<file path="config.mk">
export PLATFORM = sky130hd
export DESIGN_NAME = bmp24_luminance_binarizer_flat
export DESIGN_NICKNAME = d
export VERILOG_FILES = /design/src/bmpbin_pkg.sv /design/src/bmpbin_in_if.sv /design/src/bmpbin_out_if.sv /design/src/bmpbin_luma.sv /design/src/bmpbin_ctrl.sv /design/src/bmp24_luminance_binarizer.sv /design/src/flat_wrapper.sv
export SDC_FILE = /design/constraint.sdc
export NUM_CORES = 1
export LEC_CHECK = 0
export ABC_AREA = 0
export BUFFER_PORTS_ARGS = -buffer_cell sky130_fd_sc_hd__buf_2
export CAP_MARGIN = 0
export CELL_PAD_IN_SITES_DETAIL_PLACEMENT = 1
export CELL_PAD_IN_SITES_GLOBAL_PLACEMENT = 1
export CORE_MARGIN = 5
export CORE_UTILIZATION = 45
export CTS_CLUSTER_SIZE = 12
export DETAILED_ROUTE_END_ITERATION = 6
export HOLD_SLACK_MARGIN = 0.05
export PLACE_DENSITY_LB_ADDON = 0.1
export SYNTH_ARGS = -nofsm -noshare
export SYNTH_HDL_FRONTEND = slang
export SYNTH_HIERARCHICAL = 1
export SYNTH_SLANG_ARGS = --single-unit
</file>
<file path="constraint.sdc">
create_clock -name clk -period 6.9 [get_ports clk]
set_input_delay 0.345 -clock clk [delete_from_list [all_inputs] [get_ports clk]]
set_output_delay 0.345 -clock clk [all_outputs]
set_load 0.05 [all_outputs]
</file>
<file path="src/bmpbin_pkg.sv">
// shared constants, result type and defaults for the bmp binarizer
package bmpbin_pkg;

  localparam int DEF_MAX_WIDTH  = 4096;
  localparam int DEF_MAX_HEIGHT = 4096;

  localparam int BYTE_W   = 8;
  localparam int STATUS_W = 4;
  localparam int COORD_W  = 12;
  localparam int WORD_W   = 32;

  // luminance in thousandths: 1000 * 255 needs 18 bits
  localparam int LUMA_W = 18;
  localparam logic [9:0] COEF_R = 10'd299;
  localparam logic [9:0] COEF_G = 10'd587;
  localparam logic [9:0] COEF_B = 10'd114;
  localparam logic [9:0] LUMA_SCALE = 10'd1000;
  localparam logic [BYTE_W-1:0] THRESHOLD_RESET = 8'd128;

  localparam logic [15:0] BMP_SIGNATURE = 16'h4D42;
  localparam logic [15:0] BMP_DEPTH     = 16'd24;
  localparam logic [15:0] BMP_PLANES    = 16'd1;
  localparam logic [WORD_W-1:0] HEADER_LEN = 32'd54;

  // header byte positions
  localparam logic [5:0] POS_SIG_LAST   = 6'd1;
  localparam logic [5:0] POS_OFFSET     = 6'd10;
  localparam logic [5:0] POS_FILE_END   = 6'd13;
  localparam logic [5:0] POS_WIDTH      = 6'd18;
  localparam logic [5:0] POS_HEIGHT     = 6'd22;
  localparam logic [5:0] POS_PLANES     = 6'd26;
  localparam logic [5:0] POS_DEPTH      = 6'd28;
  localparam logic [5:0] POS_COMPRESS   = 6'd30;
  localparam logic [5:0] POS_HEADER_END = 6'd53;

  localparam logic [STATUS_W-1:0] ST_PIXEL      = 4'd0;
  localparam logic [STATUS_W-1:0] ST_SIGNATURE  = 4'd1;
  localparam logic [STATUS_W-1:0] ST_SHORT_HDR  = 4'd2;
  localparam logic [STATUS_W-1:0] ST_DEPTH      = 4'd3;
  localparam logic [STATUS_W-1:0] ST_COMPRESSED = 4'd4;
  localparam logic [STATUS_W-1:0] ST_PLANES     = 4'd5;
  localparam logic [STATUS_W-1:0] ST_SIZE       = 4'd6;
  localparam logic [STATUS_W-1:0] ST_OFFSET     = 4'd7;
  localparam logic [STATUS_W-1:0] ST_TRUNCATED  = 4'd8;

  typedef struct packed {
    logic [STATUS_W-1:0] status;
    logic                pixel_white;
    logic [COORD_W-1:0]  pixel_row;
    logic [COORD_W-1:0]  pixel_column;
    logic                last_pixel;
  } result_t;

endpackage

</file>
<file path="src/bmpbin_in_if.sv">
// byte stream channel carrying file bytes into the binarizer
interface bmpbin_in_if;
  import bmpbin_pkg::*;

  logic              valid;
  logic              ready;
  logic [BYTE_W-1:0] file_byte;
  logic              end_of_file;

  modport source (output valid, output file_byte, output end_of_file, input ready);
  modport sink (input valid, input file_byte, input end_of_file, output ready);
endinterface

</file>
<file path="src/bmpbin_out_if.sv">
// result channel carrying thresholded pixels and error codes
interface bmpbin_out_if;
  import bmpbin_pkg::*;

  logic                valid;
  logic                ready;
  logic [STATUS_W-1:0] status;
  logic                pixel_white;
  logic [COORD_W-1:0]  pixel_row;
  logic [COORD_W-1:0]  pixel_column;
  logic                last_pixel;

  modport source (output valid, output status, output pixel_white, output pixel_row,
                  output pixel_column, output last_pixel, input ready);
  modport sink (input valid, input status, input pixel_white, input pixel_row,
                input pixel_column, input last_pixel, output ready);
endinterface

</file>
<file path="src/bmpbin_luma.sv">
// weighted luminance of one bgr pixel compared against the scaled threshold
module bmpbin_luma (
  input  logic [bmpbin_pkg::BYTE_W-1:0] blue,
  input  logic [bmpbin_pkg::BYTE_W-1:0] green,
  input  logic [bmpbin_pkg::BYTE_W-1:0] red,
  input  logic [bmpbin_pkg::LUMA_W-1:0] threshold_scaled,
  output logic                          white
);
  import bmpbin_pkg::*;

  logic [LUMA_W-1:0] luma;

  assign luma = LUMA_W'(red) * LUMA_W'(COEF_R)
              + LUMA_W'(green) * LUMA_W'(COEF_G)
              + LUMA_W'(blue) * LUMA_W'(COEF_B);

  assign white = (luma >= threshold_scaled);
endmodule

</file>
<file path="src/bmpbin_ctrl.sv">
// header parser, skip counter and pixel assembly for one byte per transfer
module bmpbin_ctrl #(
  parameter int MAX_WIDTH  = bmpbin_pkg::DEF_MAX_WIDTH,
  parameter int MAX_HEIGHT = bmpbin_pkg::DEF_MAX_HEIGHT
) (
  input  logic                          clk,
  input  logic                          rst,
  input  logic                          advance,
  input  logic [bmpbin_pkg::BYTE_W-1:0] file_byte,
  input  logic                          end_of_file,
  input  logic [bmpbin_pkg::LUMA_W-1:0] threshold_scaled,
  output logic                          res_valid,
  output bmpbin_pkg::result_t           res
);
  import bmpbin_pkg::*;

  localparam int WB = $clog2(MAX_WIDTH + 1);
  localparam int HB = $clog2(MAX_HEIGHT + 1);

  typedef enum logic [2:0] {
    PH_HEADER,
    PH_SKIP,
    PH_PIXEL,
    PH_DONE,
    PH_ERROR
  } phase_t;

  phase_t            phase, phase_next;
  logic [WORD_W-1:0] byte_position, byte_position_next;
  logic [WORD_W-1:0] pixel_offset, pixel_offset_next;
  logic [WORD_W-1:0] raw_width, raw_width_next;
  logic [WORD_W-1:0] raw_height, raw_height_next;
  logic [15:0]       signature, signature_next;
  logic [15:0]       planes, planes_next;
  logic [15:0]       depth, depth_next;
  logic              compressed, compressed_next;
  logic [WB-1:0]     image_width, image_width_next;
  logic [HB-1:0]     image_height, image_height_next;
  logic              bottom_up, bottom_up_next;
  logic [BYTE_W-1:0] blue_byte, blue_byte_next;
  logic [BYTE_W-1:0] green_byte, green_byte_next;
  logic [1:0]        byte_in_pixel, byte_in_pixel_next;
  logic [WB-1:0]     column_count, column_count_next;
  logic [HB-1:0]     row_count, row_count_next;
  logic [1:0]        padding_left, padding_left_next;

  logic [5:0]        hdr_pos;
  logic [WORD_W-1:0] height_mag;
  logic [STATUS_W-1:0] hdr_code;
  logic              white;
  logic [WB-1:0]     column_inc;
  logic [HB-1:0]     row_inc;
  logic [HB-1:0]     row_out;
  logic              do_pixel;

  bmpbin_luma u_luma (
    .blue             (blue_byte),
    .green            (green_byte),
    .red              (file_byte),
    .threshold_scaled (threshold_scaled),
    .white            (white)
  );

  assign hdr_pos    = byte_position[5:0];
  assign height_mag = raw_height[WORD_W-1] ? (~raw_height + 1'b1) : raw_height;
  assign column_inc = column_count + 1'b1;
  assign row_inc    = row_count + 1'b1;
  assign row_out    = bottom_up ? (image_height - row_inc) : row_count;

  // first failing header check, in priority order
  always_comb begin
    if (depth != BMP_DEPTH) begin
      hdr_code = ST_DEPTH;
    end else if (compressed) begin
      hdr_code = ST_COMPRESSED;
    end else if (planes != BMP_PLANES) begin
      hdr_code = ST_PLANES;
    end else if (raw_width == '0 || raw_width > WORD_W'(MAX_WIDTH)) begin
      hdr_code = ST_SIZE;
    end else if (height_mag == '0 || height_mag > WORD_W'(MAX_HEIGHT)) begin
      hdr_code = ST_SIZE;
    end else if (pixel_offset < HEADER_LEN) begin
      hdr_code = ST_OFFSET;
    end else begin
      hdr_code = ST_PIXEL;
    end
  end

  always_comb begin
    phase_next         = phase;
    byte_position_next = byte_position;
    pixel_offset_next  = pixel_offset;
    raw_width_next     = raw_width;
    raw_height_next    = raw_height;
    signature_next     = signature;
    planes_next        = planes;
    depth_next         = depth;
    compressed_next    = compressed;
    image_width_next   = image_width;
    image_height_next  = image_height;
    bottom_up_next     = bottom_up;
    blue_byte_next     = blue_byte;
    green_byte_next    = green_byte;
    byte_in_pixel_next = byte_in_pixel;
    column_count_next  = column_count;
    row_count_next     = row_count;
    padding_left_next  = padding_left;
    res_valid          = 1'b0;
    res                = '0;
    do_pixel           = 1'b0;

    unique case (phase)
      PH_HEADER: begin
        byte_position_next = byte_position + 1'b1;
        if (hdr_pos <= POS_SIG_LAST) begin
          signature_next[8*hdr_pos[0] +: 8] = file_byte;
        end else if (hdr_pos >= POS_OFFSET && hdr_pos <= POS_FILE_END) begin
          pixel_offset_next[8*(2'(hdr_pos - POS_OFFSET)) +: 8] = file_byte;
        end else if (hdr_pos >= POS_WIDTH && hdr_pos < POS_HEIGHT) begin
          raw_width_next[8*(2'(hdr_pos - POS_WIDTH)) +: 8] = file_byte;
        end else if (hdr_pos >= POS_HEIGHT && hdr_pos < POS_PLANES) begin
          raw_height_next[8*(2'(hdr_pos - POS_HEIGHT)) +: 8] = file_byte;
        end else if (hdr_pos >= POS_PLANES && hdr_pos < POS_DEPTH) begin
          planes_next[8*hdr_pos[0] +: 8] = file_byte;
        end else if (hdr_pos >= POS_DEPTH && hdr_pos < POS_COMPRESS) begin
          depth_next[8*hdr_pos[0] +: 8] = file_byte;
        end else if (hdr_pos >= POS_COMPRESS && hdr_pos < POS_COMPRESS + 6'd4) begin
          if (file_byte != '0) compressed_next = 1'b1;
        end

        if (hdr_pos == POS_FILE_END && signature != BMP_SIGNATURE) begin
          phase_next = PH_ERROR;
          res_valid  = 1'b1;
          res.status = ST_SIGNATURE;
        end else if (hdr_pos == POS_HEADER_END) begin
          if (hdr_code != ST_PIXEL) begin
            phase_next = PH_ERROR;
            res_valid  = 1'b1;
            res.status = hdr_code;
          end else begin
            phase_next        = PH_SKIP;
            image_width_next  = WB'(raw_width);
            image_height_next = HB'(height_mag);
            bottom_up_next    = ~raw_height[WORD_W-1];
          end
        end
      end
      PH_SKIP: begin
        if (byte_position != pixel_offset) begin
          byte_position_next = byte_position + 1'b1;
        end else begin
          phase_next = PH_PIXEL;
          do_pixel   = 1'b1;
        end
      end
      PH_PIXEL: begin
        do_pixel = 1'b1;
      end
      PH_DONE, PH_ERROR: begin
      end
      default: begin
      end
    endcase

    if (do_pixel) begin
      if (padding_left != '0) begin
        padding_left_next = padding_left - 1'b1;
        if (padding_left == 2'd1) begin
          row_count_next = row_inc;
          if (row_inc >= image_height) phase_next = PH_DONE;
        end
      end else if (byte_in_pixel == 2'd0) begin
        blue_byte_next     = file_byte;
        byte_in_pixel_next = 2'd1;
      end else if (byte_in_pixel == 2'd1) begin
        green_byte_next    = file_byte;
        byte_in_pixel_next = 2'd2;
      end else begin
        byte_in_pixel_next = 2'd0;
        res_valid          = 1'b1;
        res.status         = ST_PIXEL;
        res.pixel_white    = white;
        res.pixel_row      = COORD_W'(row_out);
        res.pixel_column   = COORD_W'(column_count);
        res.last_pixel     = (row_inc == image_height) && (column_inc == image_width);
        column_count_next  = column_inc;
        if (column_inc >= image_width) begin
          column_count_next = '0;
          // rows are padded to a multiple of four bytes
          padding_left_next = 2'(image_width);
          if (2'(image_width) == 2'd0) begin
            row_count_next = row_inc;
            if (row_inc >= image_height) phase_next = PH_DONE;
          end
        end
      end
    end

    if (end_of_file) begin
      if (phase_next == PH_HEADER) begin
        res_valid  = 1'b1;
        res        = '0;
        res.status = ST_SHORT_HDR;
      end else if (phase_next == PH_SKIP || phase_next == PH_PIXEL) begin
        res_valid  = 1'b1;
        res        = '0;
        res.status = ST_TRUNCATED;
      end
      // rearm for the next file
      phase_next         = PH_HEADER;
      byte_position_next = '0;
      pixel_offset_next  = '0;
      raw_width_next     = '0;
      raw_height_next    = '0;
      signature_next     = '0;
      planes_next        = '0;
      depth_next         = '0;
      compressed_next    = 1'b0;
      image_width_next   = '0;
      image_height_next  = '0;
      bottom_up_next     = 1'b0;
      blue_byte_next     = '0;
      green_byte_next    = '0;
      byte_in_pixel_next = '0;
      column_count_next  = '0;
      row_count_next     = '0;
      padding_left_next  = '0;
    end
  end

  always_ff @(posedge clk) begin
    if (rst) begin
      phase         <= PH_HEADER;
      byte_position <= '0;
      pixel_offset  <= '0;
      raw_width     <= '0;
      raw_height    <= '0;
      signature     <= '0;
      planes        <= '0;
      depth         <= '0;
      compressed    <= 1'b0;
      image_width   <= '0;
      image_height  <= '0;
      bottom_up     <= 1'b0;
      blue_byte     <= '0;
      green_byte    <= '0;
      byte_in_pixel <= '0;
      column_count  <= '0;
      row_count     <= '0;
      padding_left  <= '0;
    end else if (advance) begin
      phase         <= phase_next;
      byte_position <= byte_position_next;
      pixel_offset  <= pixel_offset_next;
      raw_width     <= raw_width_next;
      raw_height    <= raw_height_next;
      signature     <= signature_next;
      planes        <= planes_next;
      depth         <= depth_next;
      compressed    <= compressed_next;
      image_width   <= image_width_next;
      image_height  <= image_height_next;
      bottom_up     <= bottom_up_next;
      blue_byte     <= blue_byte_next;
      green_byte    <= green_byte_next;
      byte_in_pixel <= byte_in_pixel_next;
      column_count  <= column_count_next;
      row_count     <= row_count_next;
      padding_left  <= padding_left_next;
    end
  end
endmodule

</file>
<file path="src/bmp24_luminance_binarizer.sv">
// Streaming 24-bit BMP binarizer. One file byte is taken per transfer and, while the
// result side does not stall, a new byte can be taken on every clock, so the block
// sustains one byte per cycle. A byte waits in the input register until the result
// register has room, is parsed together with the header/pixel counters, and its result
// (if any) lands in the result register. The step between the two registers is set by
// the parse state update plus the constant-coefficient luminance add and compare. Each
// completed BGR triple gives one pixel result with top-down row, column and a last-pixel
// flag; header errors and truncation give one status result; after a header error the
// block ignores bytes until end_of_file, which always rearms it. The threshold resets to
// 128; users write it through cfg_we/cfg_wdata while the stream is idle (not enforced).
module bmp24_luminance_binarizer #(
  parameter int MAX_WIDTH  = bmpbin_pkg::DEF_MAX_WIDTH,
  parameter int MAX_HEIGHT = bmpbin_pkg::DEF_MAX_HEIGHT
) (
  input  logic                          clk,
  input  logic                          rst,
  input  logic                          cfg_we,
  input  logic [bmpbin_pkg::BYTE_W-1:0] cfg_wdata,
  bmpbin_in_if.sink                     file_stream,
  bmpbin_out_if.source                  result_stream
);
  import bmpbin_pkg::*;

  logic              in_valid;
  logic [BYTE_W-1:0] in_byte;
  logic              in_eof;
  logic              out_valid;
  result_t           out_data;
  logic [LUMA_W-1:0] threshold_scaled;
  logic              advance;
  logic              res_valid;
  result_t           res;

  // held byte moves on once the result register has room
  assign advance           = in_valid && (!out_valid || result_stream.ready);
  assign file_stream.ready = !in_valid || advance;

  always_ff @(posedge clk) begin
    if (rst) begin
      threshold_scaled <= LUMA_W'(THRESHOLD_RESET) * LUMA_W'(LUMA_SCALE);
    end else if (cfg_we) begin
      threshold_scaled <= LUMA_W'(cfg_wdata) * LUMA_W'(LUMA_SCALE);
    end
  end

  always_ff @(posedge clk) begin
    if (rst) begin
      in_valid <= 1'b0;
    end else if (file_stream.ready) begin
      in_valid <= file_stream.valid;
    end
  end

  always_ff @(posedge clk) begin
    if (file_stream.ready && file_stream.valid) begin
      in_byte <= file_stream.file_byte;
      in_eof  <= file_stream.end_of_file;
    end
  end

  bmpbin_ctrl #(
    .MAX_WIDTH  (MAX_WIDTH),
    .MAX_HEIGHT (MAX_HEIGHT)
  ) u_ctrl (
    .clk              (clk),
    .rst              (rst),
    .advance          (advance),
    .file_byte        (in_byte),
    .end_of_file      (in_eof),
    .threshold_scaled (threshold_scaled),
    .res_valid        (res_valid),
    .res              (res)
  );

  always_ff @(posedge clk) begin
    if (rst) begin
      out_valid <= 1'b0;
    end else if (advance) begin
      out_valid <= res_valid;
    end else if (result_stream.ready) begin
      out_valid <= 1'b0;
    end
  end

  always_ff @(posedge clk) begin
    if (advance && res_valid) begin
      out_data <= res;
    end
  end

  assign result_stream.valid        = out_valid;
  assign result_stream.status       = out_data.status;
  assign result_stream.pixel_white  = out_data.pixel_white;
  assign result_stream.pixel_row    = out_data.pixel_row;
  assign result_stream.pixel_column = out_data.pixel_column;
  assign result_stream.last_pixel   = out_data.last_pixel;
endmodule

</file>
<file path="src/flat_wrapper.sv">
// flat-port wrapper written by rule: the top's interface ports become plain ports
module bmp24_luminance_binarizer_flat import bmpbin_pkg::*;
#(
  parameter int MAX_WIDTH  = bmpbin_pkg::DEF_MAX_WIDTH,
  parameter int MAX_HEIGHT = bmpbin_pkg::DEF_MAX_HEIGHT
)
  (clk, rst, cfg_we, cfg_wdata, file_stream_valid, file_stream_file_byte, file_stream_end_of_file, file_stream_ready, result_stream_valid, result_stream_status, result_stream_pixel_white, result_stream_pixel_row, result_stream_pixel_column, result_stream_last_pixel, result_stream_ready);
  bmpbin_in_if file_stream_i ();
  bmpbin_out_if result_stream_i ();
  input  logic clk;
  input  logic rst;
  input  logic cfg_we;
  input  logic [bmpbin_pkg::BYTE_W-1:0] cfg_wdata;
  input wire logic [$bits(file_stream_i.valid)-1:0] file_stream_valid;
  input wire logic [$bits(file_stream_i.file_byte)-1:0] file_stream_file_byte;
  input wire logic [$bits(file_stream_i.end_of_file)-1:0] file_stream_end_of_file;
  output wire logic [$bits(file_stream_i.ready)-1:0] file_stream_ready;
  output wire logic [$bits(result_stream_i.valid)-1:0] result_stream_valid;
  output wire logic [$bits(result_stream_i.status)-1:0] result_stream_status;
  output wire logic [$bits(result_stream_i.pixel_white)-1:0] result_stream_pixel_white;
  output wire logic [$bits(result_stream_i.pixel_row)-1:0] result_stream_pixel_row;
  output wire logic [$bits(result_stream_i.pixel_column)-1:0] result_stream_pixel_column;
  output wire logic [$bits(result_stream_i.last_pixel)-1:0] result_stream_last_pixel;
  input wire logic [$bits(result_stream_i.ready)-1:0] result_stream_ready;
  assign file_stream_i.valid = file_stream_valid;
  assign file_stream_i.file_byte = file_stream_file_byte;
  assign file_stream_i.end_of_file = file_stream_end_of_file;
  assign file_stream_ready = file_stream_i.ready;
  assign result_stream_valid = result_stream_i.valid;
  assign result_stream_status = result_stream_i.status;
  assign result_stream_pixel_white = result_stream_i.pixel_white;
  assign result_stream_pixel_row = result_stream_i.pixel_row;
  assign result_stream_pixel_column = result_stream_i.pixel_column;
  assign result_stream_last_pixel = result_stream_i.last_pixel;
  assign result_stream_i.ready = result_stream_ready;
  bmp24_luminance_binarizer #(.MAX_WIDTH(MAX_WIDTH), .MAX_HEIGHT(MAX_HEIGHT)) u_core (.clk(clk), .rst(rst), .cfg_we(cfg_we), .cfg_wdata(cfg_wdata), .file_stream(file_stream_i), .result_stream(result_stream_i));
endmodule
</file>
Word level (Yosys, flattened, before mapping) --
Cells that the tools add are included.
Storage, ports and cells: RAM bits 0, register bits 309, input port bits 22, memories 0, latch bits 0, ROM bits 0
Operators by class: equality and inequality tests 29, multiplexer cells 149, div/mod/pow operators 0, shifts and indexed selects 8, order comparisons 19, reduce and logical (&&, ||, !) cells 59, $add $sub $neg 15, bitwise operators 2, multipliers 4
Operators by type and width (count):
- $mux W32 | 18
- $mux W13 | 24
- $mux W16 | 18
- $mux W30 | 7
- $neg A5 Y34 | 3
- $shift A8 B34 Y32 const A | 3
- $shiftx A8 B34 Y32 | 3
- $bwmux W32 | 3
- $mux W8 | 9
- $add A32 B1 Y32 const B | 2
- $gt A32 B13 Y1 const B | 2
- $logic_not A32 Y1 | 2
- $pmux W32 S2 | 1
- $mux W3 | 19
- $bwmux W16 | 3
- $neg A4 Y34 | 1
- $shift A8 B34 Y16 const A | 1
- $shiftx A8 B34 Y16 | 1
- $lt A32 B6 Y1 const B | 1
- $ne A32 B32 Y1 | 1
- $not A32 Y32 | 1
- $ge A6 B5 Y1 const B | 5
- $reduce_bool A2 Y1 | 15
- $mux W1 | 29
- other kinds (50) | 113

Logic depth before layout (Yosys ltp) --
word-level depth 28, depth in mapped cells 33

By module --
Netlist, hierarchy kept.
By module, submodules not included:
- bmpbin_ctrl | instances 1, sequential area each 5064.9 µm², area an instance 14061.0 µm², cells each 1705
- bmpbin_luma | instances 1, sequential area each 0.0 µm², area an instance 4481.8 µm², cells each 508
- bmp24_luminance_binarizer | instances 1, sequential area each 1511.4 µm², area an instance 3265.6 µm², cells each 266

Least setup slack after synthesis --
OpenSTA, ideal clock, no wires.
path type register -> register, start point register u_core.u_ctrl.blue_byte[1], end point register u_core.out_data, in the netlist u_core/result_stream.pixel_white (data pin), period minus slack after synthesis 6.920 ns, cell stages (with the launch flop) 32, library setup time 0.252 ns, data arrival time 6.668 ns, slack -0.020 ns, cells stage by stage dfxtp_1 -> inv_1 -> fa_1 -> inv_1 -> fa_1 -> ha_1 -> inv_1 -> fa_1 -> nor2b_1 -> o21ai_0 -> a21boi_0 -> o21ai_0 -> nor2b_1 -> xnor2_1 -> ha_1 -> inv_1 -> fa_1 -> fa_1 -> inv_1 -> ha_1 -> nand2_1 -> nor2_1 -> a221o_1 -> o32a_1 -> xor2_1 -> ha_1 -> a21o_1 -> a21o_1 -> a211oi_1 -> o31ai_1 -> nand2_1 -> nor2_1
RTL lines:
- start: declaration | line bmpbin_ctrl.sv:40 | logic [BYTE_W-1:0] blue_byte, blue_byte_next;
- start signal: assignment | line bmpbin_ctrl.sv:264 | blue_byte <= blue_byte_next;
- end signal: assignment | line bmp24_luminance_binarizer.sv:87 | out_data <= res;
- end: declaration | line bmp24_luminance_binarizer.sv:28 | result_t out_data;

==> results.py <==
metrics = {
    "outcome": {
        "status": "finished, violations left",
        "violations": "negative setup slack",
    },
    "worst_setup_path": {
        "worstSetupPathType": "reg -> reg",
        "critPathMaxStageDelay_ps": 540,
        "startpoint_type": "register",
        "crit_slowest_cell": "fa_1",
        "worstPathMaxFanout": 3,
        "required_ps": 7200,
        "worst-endpoint-arrival_ps": 7270,
        "cp-end-kind": "register",
    },
    "clock_network": {
        "clock-root-buffer": "clkbuf_16",
        "numCtsBuffers": 39,
        "clkLatencyLatePin_ps": 570,
        "cts_max_path_buffers": 3,
        "tritoncts": "yes",
        "htree_levels": 2,
        "cts.sinks": 309,
        "clk_pin_slew_ps": 60,
    },
    "floorplanning": {
        "dieArea_um2": 53000,
        "row_count": 80,
        "ioPinCount": 54,
        "start_util_pct": 45.6,
        "die_w_um": 230,
        "fp.dieH_um": 230,
        "core_um2": 47800,
    },
    "sta": {
        "fin_crit_ps": 6980,
        "maxSlewViolCount": 0,
        "tightestPinTransition_ps": 1250,
        "fmax_ghz": 0.143,
        "period_share_pct": 101,
        "relSlewSlack_pct": 16.2,
        "clock_skew_ps": 12.1,
        "setup_ws_ps": -75.8,
        "setup_viol": 1,
        "rsz0062_at_grt": "yes",
        "finalHoldViolations": 0,
        "tns_ps": -75.8,
    },
    "placed_design": {
        "dpl_worst_slack_ps": -484,
        "hpwlAfterDp_mm": 47.4,
        "placedInstanceArea_um2": 22800,
        "gp_congestion": 0.905,
        "io_buffers": 53,
        "dp.cells": 3099,
    },
    "detailed_routing": {
        "drt-initial-drc-count": 924,
        "drt-pass1-iter-count": 5,
        "routed_wl_mm": 64.3,
        "vias_per_cell": 5.74,
        "ant_nets": 0,
        "wl_per_cell_um": 20.2,
        "num_vias": 18300,
        "drc_errors": 0,
    },
    "final_layout": {
        "area_delta_synth_final_pct": 12.6,
        "instances_no_fill": 3181,
        "drive_gt1_share_pct": 11.8,
        "fin_area_um2": 24600,
        "fin_nets": 2860,
    },
    "job": {
        "cap_violations": 0,
    },
    "yosys": {
        "netlist.area_leader.share_pct": 24.8,
        "yosys_most_used_dff": "dfxtp_1",
        "synthesis.area_um2": 21800,
        "ys_seq_area_share_pct": 30.2,
        "synth_seq_cells": 309,
        "synth_edf_count": 39,
        "synth.area.top_cells": "dfxtp_1, ha_1, fa_1",
        "async_reset_ff_share_pct": 0,
        "yosys.area.top_type": "dfxtp_1",
        "avgSynthCellArea_um2": 8.80,
        "ys_types": 95,
        "syn_inst": 2479,
        "yosys_warnings": 6,
    },
    "global_routing": {
        "grt-ovfl-total": 0,
        "grt_max_degree": 97,
        "grt_pass1_wl_mm": 103,
        "track_usage_pct": 23.8,
        "antenna_found_initial": 0,
        "grt_pass1_vias": 19300,
    },
    "power_and_ir_drop": {
        "total_power_mw": 5.81,
        "peakVddDrop_mv": 0.191,
        "p_leak_nw": 10.4,
        "power.density_nw_per_um2": 237,
    },
    "hold_path": {
        "hp-class": "in -> reg",
    },
}
[placed cells by master, fill, tap and decap left out, types with 13 or more instances in the layout]
master and count:
a21o_1 23, a21oi_1 107, a22oi_1 57, a31oi_1 17, a32oi_1 28, and2_1 40, and3_1 21, buf_2 52
buf_4 67, clkbuf_16 42, dfxtp_1 267, edfxtp_1 39, fa_1 93, ha_1 194, inv_1 267, inv_2 13
mux2i_1 89, nand2_1 92, nand2b_1 13, nand3_1 78, nand4_1 31, nor2_1 315, nor2b_1 13, nor3_1 43
nor3_2 13, nor4_1 48, o21ai_0 77, or3_1 17, xnor2_1 78, xor2_1 57
[worst max-delay path: cells and delay by family (launching register included)]
family | cells | cell delay [ps]
XOR/XNOR | 2 | 300
AO/OA/AOI/OAI | 7 | 1580
AND/OR/NAND/NOR | 2 | 110
buffers and inverters | 6 | 370
adder cells (fa/ha/maj) | 11 | 4020
flip-flops | 1 | 330
[metrics by stage]
step | util, % | hold WS, ps
3_5_place_dp | 47.7 | 468
2_1_floorplan | - | 441
5_1_grt | 51.3 | 172
4_1_cts | 50.8 | 86.7
6_report | 51.3 | 122
3_3_place_gp | 47.7 | 454
[metal layers]
metal / global-route usage, % / vias up / part of all wire [%]
li1: - / 8702 / -
met1: 31.2 / 9179 / 45
met2: 41.2 / 280 / 49
met4: 7.27 / 0 / 2.7
met3: 2.66 / 104 / 3.1
met5: 0 / - / 0
[synthesized netlist by cell type (all sizes together), types with 5 or more instances]
library cell	number
nand3b	12
or3	20
buf	21
nor4	49
o31ai	10
dfxtp	270
nor2	322
a21oi	115
a21o	24
o21ai	93
nand2	94
o41ai	6
o21bai	6
mux2i	89
edfxtp	39
or2	6
a32oi	28
a211oi	17
o21a	8
nor3b	7
and2	40
fa	94
nand2b	14
clkbuf	92
a41oi	5
and3	23
inv	280
a211o	5
nand4b	5
xor2	57
a22oi	57
nor2b	15
nor3	57
nor4b	5
ha	205
and4	13
xnor2	79
or4	11
nand3	79
a31oi	17
nand4	32
[logic make-up (layout without fill, tap and decap cells)]
logic type / count (synthesis) / after routing / synth area share [%]
simple gates: 813 / 813 / 19.0
compound gates: 433 / 433 / 13.5
buf+inv: 396 / 480 / 7.29
flops: 309 / 309 / 30.2
fa+ha+maj: 299 / 299 / 20.4
xor+xnor: 136 / 136 / 5.46
mux: 92 / 92 / 4.24
other cells: 1 / 4 / 0.0172
[path summary, 6_finish.rpt]
kind / slack [ps] / cells after the start / from / end
setup reg to reg: -80 / 28 / u_core/u_ctrl/blue_byte[0]$_SDFFE_PP0P_ / u_core/result_stream.pixel_white$_DFFE_PP_
hold reg to reg: 480 / 2 / u_core/threshold_scaled[10]$_SDFFE_PP1P_ / u_core/threshold_scaled[10]$_SDFFE_PP1P_
hold / removal: 120 / 4 / result_stream_ready / u_core/result_stream.valid$_SDFFE_PP0P_
setup / recovery: -80 / 28 / u_core/u_ctrl/blue_byte[0]$_SDFFE_PP0P_ / u_core/result_stream.pixel_white$_DFFE_PP_
[where the power goes]
part	internal (mW)	total (mW)	switching, mW
registers	1.85	1.88	0.0293
clock network	1.19	2.02	0.834
logic	0.834	1.91	1.07
total	3.87	5.81	1.94
[sequential cells by signal, summed over array words and instances (netlist names), 2 cells and up]
signal,count
u_core/u_ctrl/byte_position,32
u_core/u_ctrl/pixel_offset,32
u_core/u_ctrl/raw_height,32
u_core/u_ctrl/raw_width,32
u_core/u_ctrl/depth,16
u_core/u_ctrl/planes,16
u_core/u_ctrl/signature,16
u_core/threshold_scaled,15
u_core/u_ctrl/column_count,13
u_core/u_ctrl/image_height,13
u_core/u_ctrl/image_width,13
u_core/u_ctrl/row_count,13
u_core/result_stream.pixel_column,12
u_core/result_stream.pixel_row,12
u_core/in_byte,8
u_core/u_ctrl/blue_byte,8
u_core/u_ctrl/green_byte,8
u_core/result_stream.status,4
u_core/u_ctrl/phase,3
u_core/u_ctrl/byte_in_pixel,2
u_core/u_ctrl/padding_left,2
[final cells by class]
class	count	area [um^2]
Timing Repair Buffer	132	897
Tap cell	615	769
Clock inverter	12	87.6
Inverter	281	1050
Multi-Input combinational cell	1776	14000
Antenna cell	1	2.50
Clock buffer	55	1170
Sequential cell	309	6590
Fill cell	5519	23300
[timing repair]
action                                  in CTS  in global routing
pin swaps                                   19                 58
setup buffers                                1                  4
hold endpoints to repair                    10                  0
hold buffers                                10                  0
gates resized for setup                     29                 51
endpoints found under the setup margin       1                  1
cloned                                       0                  0
Power figures use the tool's default switching activity.
